[config.mk]
export PLATFORM = sky130hd
export DESIGN_NAME = sdes_cbc_cipher
export DESIGN_NICKNAME = d
export VERILOG_FILES = /design/src/rtl/sdes_cbc_pkg.sv /design/src/rtl/sdes_cbc_csr.sv /design/src/rtl/sdes_cbc_core.sv /design/src/rtl/sdes_cbc_cipher.sv
export VERILOG_INCLUDE_DIRS = /design/src /design/src/rtl
export SDC_FILE = /design/constraint.sdc
export NUM_CORES = 1
export LEC_CHECK = 0
export BUFFER_PORTS_ARGS = -buffer_cell sky130_fd_sc_hd__buf_2
export CAP_MARGIN = 20
export CORE_MARGIN = 4
export CORE_UTILIZATION = 59
export CTS_CLUSTER_DIAMETER = 150
export DETAILED_ROUTE_END_ITERATION = 10
export PLACE_DENSITY = 0.78
export RECOVER_POWER = 25
export SLEW_MARGIN = 25
export SYNTH_ARGS = -nofsm -noshare
export SYNTH_HDL_FRONTEND = slang
export SYNTH_SLANG_ARGS = --single-unit
[constraint.sdc]
create_clock -name clock -period 4.16 [get_ports clock]
set_input_delay 0.624 -clock clock [delete_from_list [all_inputs] [get_ports clock]]
set_output_delay 0.624 -clock clock [all_outputs]
set_load 0.01 [all_outputs]
[src/rtl/sdes_cbc_cipher_assert.svh]
// Assertion macros for the S-DES CBC block.
`ifndef SDES_CBC_CIPHER_ASSERT_SVH
`define SDES_CBC_CIPHER_ASSERT_SVH

`ifndef SYNTHESIS

// Checked outside reset.
`define SDES_ASSERT(label, clk, rst, prop, msg) \
   label: assert property (@(posedge clk) disable iff (rst) prop) else $error(msg);

// Checked at every edge, reset included.
`define SDES_ASSERT_ALL(label, clk, prop, msg) \
   label: assert property (@(posedge clk) prop) else $error(msg);

`else

`define SDES_ASSERT(label, clk, rst, prop, msg)
`define SDES_ASSERT_ALL(label, clk, prop, msg)

`endif

`endif

[src/rtl/sdes_cbc_pkg.sv]
package sdes_cbc_pkg;

   localparam int CSR_DATA_W = 10;
   localparam int CSR_INDEX_W = 2;

   typedef logic [7:0] block_type;
   typedef logic [9:0] key_type;
   typedef logic [7:0] subkey_type;

   typedef enum logic [CSR_INDEX_W-1:0] {
      CSR_KEY  = 2'd0,
      CSR_IV   = 2'd1,
      CSR_MODE = 2'd2
   } csr_index_type;

   typedef struct packed {
      subkey_type k1;
      subkey_type k2;
      block_type  iv;
      logic       decrypt;
   } cfg_type;

   localparam int P10_TAB [10] = '{3, 5, 2, 7, 4, 10, 1, 9, 8, 6};
   localparam int P8_TAB [8] = '{6, 3, 7, 4, 8, 5, 10, 9};
   localparam int IP_TAB [8] = '{2, 6, 3, 1, 4, 8, 5, 7};
   localparam int IPINV_TAB [8] = '{4, 1, 3, 5, 7, 2, 8, 6};
   localparam int EP_TAB [8] = '{4, 1, 2, 3, 2, 3, 4, 1};
   localparam int P4_TAB [4] = '{2, 4, 3, 1};

   localparam logic [1:0] SBOX0 [4][4] = '{
      '{2'd1, 2'd0, 2'd3, 2'd2},
      '{2'd3, 2'd2, 2'd1, 2'd0},
      '{2'd0, 2'd2, 2'd1, 2'd3},
      '{2'd3, 2'd1, 2'd3, 2'd2}
   };
   localparam logic [1:0] SBOX1 [4][4] = '{
      '{2'd0, 2'd1, 2'd2, 2'd3},
      '{2'd2, 2'd0, 2'd1, 2'd3},
      '{2'd3, 2'd0, 2'd1, 2'd0},
      '{2'd2, 2'd1, 2'd0, 2'd3}
   };

   // Bit 1 of each table is the MSB.
   function automatic logic [9:0] perm_p10(logic [9:0] v);
      logic [9:0] r;
      for (int i = 0; i < 10; i++) begin
         r[9-i] = v[10-P10_TAB[i]];
      end
      return r;
   endfunction

   function automatic logic [7:0] perm_p8(logic [9:0] v);
      logic [7:0] r;
      for (int i = 0; i < 8; i++) begin
         r[7-i] = v[10-P8_TAB[i]];
      end
      return r;
   endfunction

   function automatic logic [7:0] perm_ip(logic [7:0] v);
      logic [7:0] r;
      for (int i = 0; i < 8; i++) begin
         r[7-i] = v[8-IP_TAB[i]];
      end
      return r;
   endfunction

   function automatic logic [7:0] perm_ipinv(logic [7:0] v);
      logic [7:0] r;
      for (int i = 0; i < 8; i++) begin
         r[7-i] = v[8-IPINV_TAB[i]];
      end
      return r;
   endfunction

   function automatic logic [7:0] expand_ep(logic [3:0] v);
      logic [7:0] r;
      for (int i = 0; i < 8; i++) begin
         r[7-i] = v[4-EP_TAB[i]];
      end
      return r;
   endfunction

   function automatic logic [3:0] perm_p4(logic [3:0] v);
      logic [3:0] r;
      for (int i = 0; i < 4; i++) begin
         r[3-i] = v[4-P4_TAB[i]];
      end
      return r;
   endfunction

   function automatic logic [4:0] rotl5_1(logic [4:0] x);
      return {x[3:0], x[4]};
   endfunction

   function automatic logic [4:0] rotl5_3(logic [4:0] x);
      return {x[1:0], x[4:2]};
   endfunction

   function automatic block_type round_f(block_type x, subkey_type k);
      logic [7:0] e;
      logic [1:0] s0;
      logic [1:0] s1;
      logic [3:0] p;
      e = expand_ep(x[3:0]) ^ k;
      s0 = SBOX0[{e[7], e[4]}][e[6:5]];
      s1 = SBOX1[{e[3], e[0]}][e[2:1]];
      p = perm_p4({s0, s1});
      return {x[7:4] ^ p, x[3:0]};
   endfunction

   function automatic block_type run_block(block_type x, subkey_type ka, subkey_type kb);
      block_type t;
      t = perm_ip(x);
      t = round_f(t, ka);
      t = {t[3:0], t[7:4]};
      t = round_f(t, kb);
      return perm_ipinv(t);
   endfunction

endpackage

[src/rtl/sdes_cbc_csr.sv]
module sdes_cbc_csr (
   input  logic                                        clock,
   input  logic                                        reset,
   input  logic                                        csr_write_en,
   input  logic [sdes_cbc_pkg::CSR_INDEX_W-1:0]        csr_index,
   input  logic [sdes_cbc_pkg::CSR_DATA_W-1:0]         csr_wdata,
   output sdes_cbc_pkg::cfg_type                       cfg
);
   import sdes_cbc_pkg::*;

   key_type    key_p10;
   subkey_type k1_in;
   subkey_type k2_in;
   subkey_type k1_ff;
   subkey_type k2_ff;
   block_type  iv_ff;
   logic       decrypt_ff;

   // subkeys are expanded once when the key is written
   always_comb begin
      key_p10 = perm_p10(csr_wdata[9:0]);
      k1_in = perm_p8({rotl5_1(key_p10[9:5]), rotl5_1(key_p10[4:0])});
      k2_in = perm_p8({rotl5_3(key_p10[9:5]), rotl5_3(key_p10[4:0])});
   end

   always_ff @(posedge clock) begin
      if (reset) begin
         k1_ff <= '0;
         k2_ff <= '0;
         iv_ff <= '0;
         decrypt_ff <= 1'b0;
      end else if (csr_write_en) begin
         case (csr_index)
            CSR_KEY: begin
               k1_ff <= k1_in;
               k2_ff <= k2_in;
            end
            CSR_IV: begin
               iv_ff <= csr_wdata[7:0];
            end
            CSR_MODE: begin
               decrypt_ff <= csr_wdata[0];
            end
            default: begin
            end
         endcase
      end
   end

   assign cfg = '{k1: k1_ff, k2: k2_ff, iv: iv_ff, decrypt: decrypt_ff};

endmodule

[src/rtl/sdes_cbc_core.sv]
`include "sdes_cbc_cipher_assert.svh"

module sdes_cbc_core (
   input  logic                    clock,
   input  logic                    reset,
   input  sdes_cbc_pkg::cfg_type   cfg,
   input  sdes_cbc_pkg::block_type data,
   input  logic                    first,
   input  logic                    advance,
   output sdes_cbc_pkg::block_type result
);
   import sdes_cbc_pkg::*;

   block_type chain_ff;
   block_type chain_in;
   block_type chain;
   block_type enc_out;
   block_type dec_out;

   always_comb begin
      chain = first ? cfg.iv : chain_ff;
      enc_out = run_block(data ^ chain, cfg.k1, cfg.k2);
      dec_out = run_block(data, cfg.k2, cfg.k1) ^ chain;
      result = cfg.decrypt ? dec_out : enc_out;
      chain_in = cfg.decrypt ? data : enc_out;
   end

   always_ff @(posedge clock) begin
      if (reset) begin
         chain_ff <= '0;
      end else if (advance) begin
         chain_ff <= chain_in;
      end
   end

   `SDES_ASSERT(a_chain_hold, clock, reset, !advance |=> $stable(chain_ff), "chain moved without a word")
   `SDES_ASSERT(a_chain_dec, clock, reset, advance && cfg.decrypt |=> chain_ff == $past(data), "decrypt chain is not the input word")
   `SDES_ASSERT(a_chain_enc, clock, reset, advance && !cfg.decrypt |=> chain_ff == $past(result), "encrypt chain is not the output word")

endmodule

[src/rtl/sdes_cbc_cipher.sv]
// S-DES (10-bit key, 8-bit block) in CBC mode. One result word per request word,
// in order. Throughput is one word per clock while rsp_stall is low. rsp_valid
// rises as a word moves from the input register, through the full two-round
// network and chain XOR in one combinational stage, into the output register. The
// chain register updates when a word moves into the output register, so consecutive
// words chain back to back. req_first_block reloads the chain from the IV for
// that word; after reset the chain is zero. Subkeys are expanded when the key
// register is written. Write configuration only while no words are in flight.
`include "sdes_cbc_cipher_assert.svh"

module sdes_cbc_cipher (
   input  logic                                 clock,
   input  logic                                 reset,
   input  logic                                 csr_write_en,
   input  logic [sdes_cbc_pkg::CSR_INDEX_W-1:0] csr_index,
   input  logic [sdes_cbc_pkg::CSR_DATA_W-1:0]  csr_wdata,
   input  logic                                 req_valid,
   output logic                                 req_stall,
   input  logic [7:0]                           req_data_in,
   input  logic                                 req_first_block,
   output logic                                 rsp_valid,
   input  logic                                 rsp_stall,
   output logic [7:0]                           rsp_data_out
);
   import sdes_cbc_pkg::*;

   cfg_type   cfg;
   logic      in_valid_ff;
   logic      in_valid_in;
   block_type in_data_ff;
   logic      in_first_ff;
   logic      rsp_valid_ff;
   logic      rsp_valid_in;
   block_type rsp_data_ff;
   block_type result;
   logic      out_adv;
   logic      move;
   logic      in_load;

   sdes_cbc_csr u_csr (
      .clock       (clock),
      .reset       (reset),
      .csr_write_en(csr_write_en),
      .csr_index   (csr_index),
      .csr_wdata   (csr_wdata),
      .cfg         (cfg)
   );

   sdes_cbc_core u_core (
      .clock  (clock),
      .reset  (reset),
      .cfg    (cfg),
      .data   (in_data_ff),
      .first  (in_first_ff),
      .advance(move),
      .result (result)
   );

   always_comb begin
      out_adv = !rsp_valid_ff || !rsp_stall;
      move = in_valid_ff && out_adv;
      in_load = !in_valid_ff || out_adv;
      in_valid_in = in_load ? req_valid : in_valid_ff;
      rsp_valid_in = out_adv ? in_valid_ff : rsp_valid_ff;
   end

   always_ff @(posedge clock) begin
      if (reset) begin
         in_valid_ff <= 1'b0;
         rsp_valid_ff <= 1'b0;
      end else begin
         in_valid_ff <= in_valid_in;
         rsp_valid_ff <= rsp_valid_in;
      end
   end

   always_ff @(posedge clock) begin
      if (in_load && req_valid) begin
         in_data_ff <= req_data_in;
         in_first_ff <= req_first_block;
      end
      if (move) begin
         rsp_data_ff <= result;
      end
   end

   assign req_stall = !in_load;
   assign rsp_valid = rsp_valid_ff;
   assign rsp_data_out = rsp_data_ff;

   `SDES_ASSERT_ALL(a_reset_empty, clock, reset |=> !in_valid_ff && !rsp_valid_ff, "pipeline not empty after reset")
   `SDES_ASSERT(a_no_loss, clock, reset, in_valid_ff && !out_adv |=> in_valid_ff, "stalled input word dropped")
   `SDES_ASSERT(a_no_dup, clock, reset, rsp_valid_ff && !rsp_stall && !in_valid_ff |=> !rsp_valid_ff, "result word repeated")

endmodule
# == After elaboration in Yosys (flattened, before gate mapping) ==
# Index checks and enable logic that the tools add are counted.
# word_totals
regBits,52
inputBits,26
out_inout_bits,10
elab_cells,117
# classes
magnitude_cmp,16
n_eq_ne,2
muxes,51
bitwise_logic,26
n_reduce_logical,12
# op_table
operator,n
$mux 8,19
$bmux 8 s2,8
$ge 3x3->1 const B,16
$not 2->3,16
$xor 8x8->8,6
$bmux 2 s2,8
$mux 2,16
$xor 4x4->4,4
$reduce_and 2->1,3
$logic_not 1->1,4
$eq 2x1->1 const B,1
$eq 2x2->1 const B,1
$logic_and 1x1->1,2
$logic_not 2->1,1
$logic_or 1x1->1,2

# == Depth between registers and ports, before layout ==
# depth
word_depth,21
mapped_depth,16
ltp_nobuf,15

# == Hierarchy ==
# Synthesis repeated with hierarchy kept, for this count alone.
# unflattened
cells_unflattened,378
area_unflattened_um2,3806.2
# modules_own_cells
module,instances,cells_per_inst,area_per_inst_um2,seq_area_each_um2
sdes_cbc_core,1,268,2343.5,160.2
sdes_cbc_csr,1,83,865.8,380.4
sdes_cbc_cipher,1,27,596.8,550.5

# == Least setup slack after synthesis ==
# No wires, ideal clock.
# synth_timing
path_kind,register -> register
startpoint,register in_first_ff
endpoint,"register rsp_data_ff[7], in the netlist rsp_data_out[7], data pin"
setup_ns,0.272
arrival_time_ns,2.938
required_ns,3.888
setup_slack_ns,0.950
path_stages_with_launch,17
path_buffers,1
synth_period_minus_slack_ns,3.210
cell_sequence,edfxtp_1 buf_6 mux2i_4 xnor2_1 inv_2 ha_1 nor3b_1 a311oi_1 nand2_2 xor2_2 inv_1 ha_1 nor2_1 a211oi_1 a31oi_1 xnor2_1 mux2i_1
# synth_via
elab_chain_len,21
word_cells_on_any_way,32
classes_between,20 x mux; 12 x bitwise
# synth_lines
element,line_no,rtl
from (decl),sdes_cbc_cipher.sv:31,logic in_first_ff;
from (signal assigned),sdes_cbc_cipher.sv:80,in_first_ff <= req_first_block;
$mux 8 *,sdes_cbc_core.sv:21,chain = first ? cfg.iv : chain_ff;
$xor 8x8->8,sdes_cbc_core.sv:22,"enc_out = run_block(data ^ chain, cfg.k1, cfg.k2);"
$xor 8x8->8,sdes_cbc_pkg.sv:105,e = expand_ep(x[3:0]) ^ k;
"$not 2->3, on equally long branches","sdes_cbc_pkg.sv:107, sdes_cbc_pkg.sv:106",
"$bmux 8 s2, on equally long branches","sdes_cbc_pkg.sv:107, sdes_cbc_pkg.sv:106",
"$mux 8, on equally long branches (2 in series)","sdes_cbc_pkg.sv:107, sdes_cbc_pkg.sv:106",
"$bmux 2 s2, on equally long branches","sdes_cbc_pkg.sv:107, sdes_cbc_pkg.sv:106",
"$mux 2, on equally long branches (2 in series)","sdes_cbc_pkg.sv:107, sdes_cbc_pkg.sv:106",
[2 not listed],n/a,
$not 2->3 (implied by the code),sdes_cbc_pkg.sv:106,"s0 = SBOX0[{e[7], e[4]}][e[6:5]];"
$bmux 8 s2,sdes_cbc_pkg.sv:106,
$mux 8 (implied by the code) (2 in series),sdes_cbc_pkg.sv:106,
$bmux 2 s2,sdes_cbc_pkg.sv:106,
$mux 2 (implied by the code) (2 in series),sdes_cbc_pkg.sv:106,
$xor 4x4->4,sdes_cbc_pkg.sv:109,"return {x[7:4] ^ p, x[3:0]};"
$mux 8 *,sdes_cbc_core.sv:24,result = cfg.decrypt ? dec_out : enc_out;
net result[7],sdes_cbc_cipher.sv:35,block_type result;
to (signal assigned),sdes_cbc_cipher.sv:83,rsp_data_ff <= result;
to (decl),sdes_cbc_cipher.sv:34,block_type rsp_data_ff;
# Mark *: on every way through the listed nets, which the timed path passes. The rest lies on a longest branch. The select of a mux whose other input is x is not followed.
# A chain may end at the register's enable or synchronous reset.

# == Worst setup path after layout ==
# Same ends and word-level chain as after synthesis.

==> flow_metrics.py <==
metrics = {
    "final_layout": {
        "final_cell_area_um2": 3590,
        "antennaDiodeCount": 0,
        "fin_cells": 409,
        "fillers": 415,
        "area_delta_synth_final_pct": 9.47,
        "fin_util": 0.685,
        "layout-drive-gt1-share": 0.230,
        "nNetsFinal": 370,
    },
    "timing": {
        "finalSetupTns_ns": 0,
        "rsz0062_at_grt": "no",
        "maxSlewViolCount": 0,
        "max_freq_ghz": 0.272,
        "period_share": 0.884,
        "finalHoldViolCount": 0,
        "finalSetupViolations": 0,
        "relSlewSlack": 0.0802,
        "min_period_ns": 3.68,
        "skew_ns": 0.00858,
        "tightestPinTransition_ns": 1.38,
    },
    "logic_synthesis": {
        "ys_warn_count": 0,
        "synth-main-ff-cell": "dfxtp_1",
        "synth_fp_nets": 344,
        "yosysMostFrequentCell": "xnor2_1",
        "synth_common_cells": "40 x xnor2_1, 38 x mux2i_1, 34 x nor2_1",
        "ys_seq_area_frac": 0.333,
        "ys_seq_elements": 46,
        "ys_types": 53,
        "syn_inst": 312,
        "synth_top_cell_area_share": 0.177,
        "syn_area_per_cell_um2": 10.5,
        "syn_area_um2": 3280,
        "synth_area_leader_cell": "dfxtp_1",
        "synth.area.top_cells": "dfxtp_1 18%, edfxtp_1 16%, mux2i_1 12%",
        "ys_async_sr_fraction": 0,
        "synth_edf_count": 17,
    },
    "critical_path": {
        "crit_arrival_ns": 3.70,
        "crit_chain": "buf_4, mux2i_4, xnor2_2, ha_1, nor3b_1, a311oi_1, nand2_2, xor2_2, inv_1, ha_1, nor2_1, a211oi_1, a31oi_1, xnor2_1, mux2i_1",
        "slowest_stage": "edfxtp_1",
        "crit_type": "reg2reg",
        "cp_top_family": "flip-flops",
        "max_stage_delay_ns": 0.63,
        "worst_setup_path_start_kind": "register",
        "crit_fanout": 6,
        "crit_required_ns": 4.19,
        "critical_path_buf_inv_count": 2,
        "endpoint_kind": "register",
        "path_common_cell": "ha_1",
    },
    "cts": {
        "root_buffer": "clkbuf_8",
        "cts_hold_buf": 0,
        "clock_sink_count": 46,
        "clk_latency_ns": 0.31,
        "cts_max_path_buffers": 2,
        "cts.clk_slew.worst_paths_ns": 0.09,
        "cts_tree": "done",
        "cts_buffers": 5,
        "post_cts_resized": 0,
        "post-cts-setup-buffer-count": 0,
        "htreeDepth": 2,
    },
    "drt": {
        "drc": 0,
        "wl_per_cell_um": 17.6,
        "avgViaCountPerCell": 5.52,
        "num_vias": 2258,
        "antenna_left": 0,
        "drt_first_pass_iters": 4,
        "wirelength_um": 7210,
        "drt_iter0_drc": 171,
    },
    "placement": {
        "place.gp.congestion": 0.849,
        "dpl_cell_area_um2": 3480,
        "dp.cells": 401,
        "hpwl_um": 5600,
        "portBuffers": 35,
    },
    "pwr": {
        "power.leakage_nw": 1.49,
        "p_per_area_nw_per_um2": 472,
        "pwr-share-seq": 0.339,
        "ir_drop_mv": 0.232,
        "power.switching_w": 0.000628,
        "pwr-share-clk": 0.188,
        "switching_share": 0.371,
        "internal_power_w": 0.00106,
        "pwr-share-comb": 0.473,
        "power_w": 0.00169,
    },
    "global_routing": {
        "antenna_found_initial": 0,
        "grt_pass1_vias": 2258,
        "grt.total_usage": 0.233,
        "grt_first_pass_wirelength_um": 11600,
        "grt_max_degree": 31,
        "grt.overflow.total": 0,
    },
    "floorplanning": {
        "die_y_um": 82.5,
        "row_count": 26,
        "num_io_pins": 36,
        "core_area_um2": 5240,
        "die-area_um2": 6810,
        "die_w_um": 82.5,
        "start_util": 0.625,
    },
    "outcome": {
        "status": "completed",
    },
    "run": {
        "drv_cap": 0,
    },
    "min_path": {
        "min_path_type": "in2reg",
    },
}
-- state kept, by name, indices dropped and copies added, names as in the netlist --
name,cells
rsp_valid,1
u_core.chain_ff,8
u_csr.iv_ff,8
u_csr.k2_ff,3
u_csr.k1_ff,7
rsp_data_out,8
in_data_ff,8
in_valid_ff,1
u_csr.decrypt_ff,1
in_first_ff,1
-- metrics by stage --
| step | hold slack, ns | setup WS [ns] |
|---|---|---|
| 2_1_floorplan | 0.450 | 0.950 |
| 3_3_place_gp | 0.467 | 0.609 |
| 3_5_place_dp | 0.487 | 0.530 |
| 4_1_cts | 0.483 | 0.501 |
| 5_1_grt | 0.472 | 0.180 |
| 6_report | 0.485 | 0.483 |
-- path summary, 6_finish.rpt --
kind	startpoint	end	slack, ns	depth (start not counted)
max reg2reg	in_first_ff	rsp_data_out[7]	0.48	15
min	req_data_in[4]	in_data_ff[4]	0.49	1
max	in_first_ff	rsp_data_out[7]	0.48	15
min reg2reg	in_valid_ff	rsp_valid	0.51	2
-- cells by family (layout without fill, tap and decap cells) --
group           count (synthesis)  after routing  synth area share
buf+inv                        29             56            0.0378
mux                            48             48             0.167
flops                          46             46             0.333
simple gates                   69             69             0.100
fa+ha+maj                       6              6            0.0229
compound gates                 37             37            0.0806
xor+xnor                       77             77             0.258
-- placed cells by master (no fill, tap or decap), types with 2 or more instances in the layout --
cell type	netlist	final
xor2_2	2	2
xor2_1	19	19
nor2b_1	4	4
mux2_4	2	2
nand2_1	7	7
nor3_1	8	8
nand2b_1	2	2
xnor2_2	11	11
a21oi_1	14	14
xnor3_1	4	4
inv_1	9	9
dfxtp_1	29	29
a31oi_1	4	4
mux2i_4	4	4
buf_2	3	34
mux2i_1	38	38
ha_1	6	6
clkbuf_8	0	5
nand3b_1	3	3
nor2_1	34	34
o21ai_1	3	3
mux2_2	3	3
buf_4	0	3
xnor2_1	40	40
edfxtp_1	17	17
a211oi_1	4	4
-- routing by layer --
metal  global-route usage  vias up  wire (µm)
li1                     -     1124          -
met1                0.321     1061       3200
met2                0.376       63       3490
met3               0.0445       10        414
met4               0.0605        0         99
met5                    0        -          0
-- power by group through the flow --
stage                     Combinational, W  Clock [W]  Sequential [W]
after global placement            0.000769          0        0.000581
after floorplan                   0.000646          0        0.000569
after CTS                         0.000800   0.000322        0.000572
final                             0.000799   0.000319        0.000573
after detailed placement          0.000796          0        0.000582
after global routing              0.000875   0.000342        0.000578
-- final cells by class --
| type | count | area [µm²] | area share |
|---|---|---|---|
| multi-input cells | 237 | 2070 | 0.576 |
| flip-flops and latches | 46 | 1090 | 0.304 |
| inverters | 10 | 37.5 | 0.0105 |
| repair buffers | 38 | 196 | 0.0548 |
| clock buffers | 6 | 93.8 | 0.0262 |
| clock inverters | 2 | 13.8 | 0.00384 |
| well taps | 70 | 87.6 | 0.0244 |
Note: power is estimated with default switching activity, not from simulation.
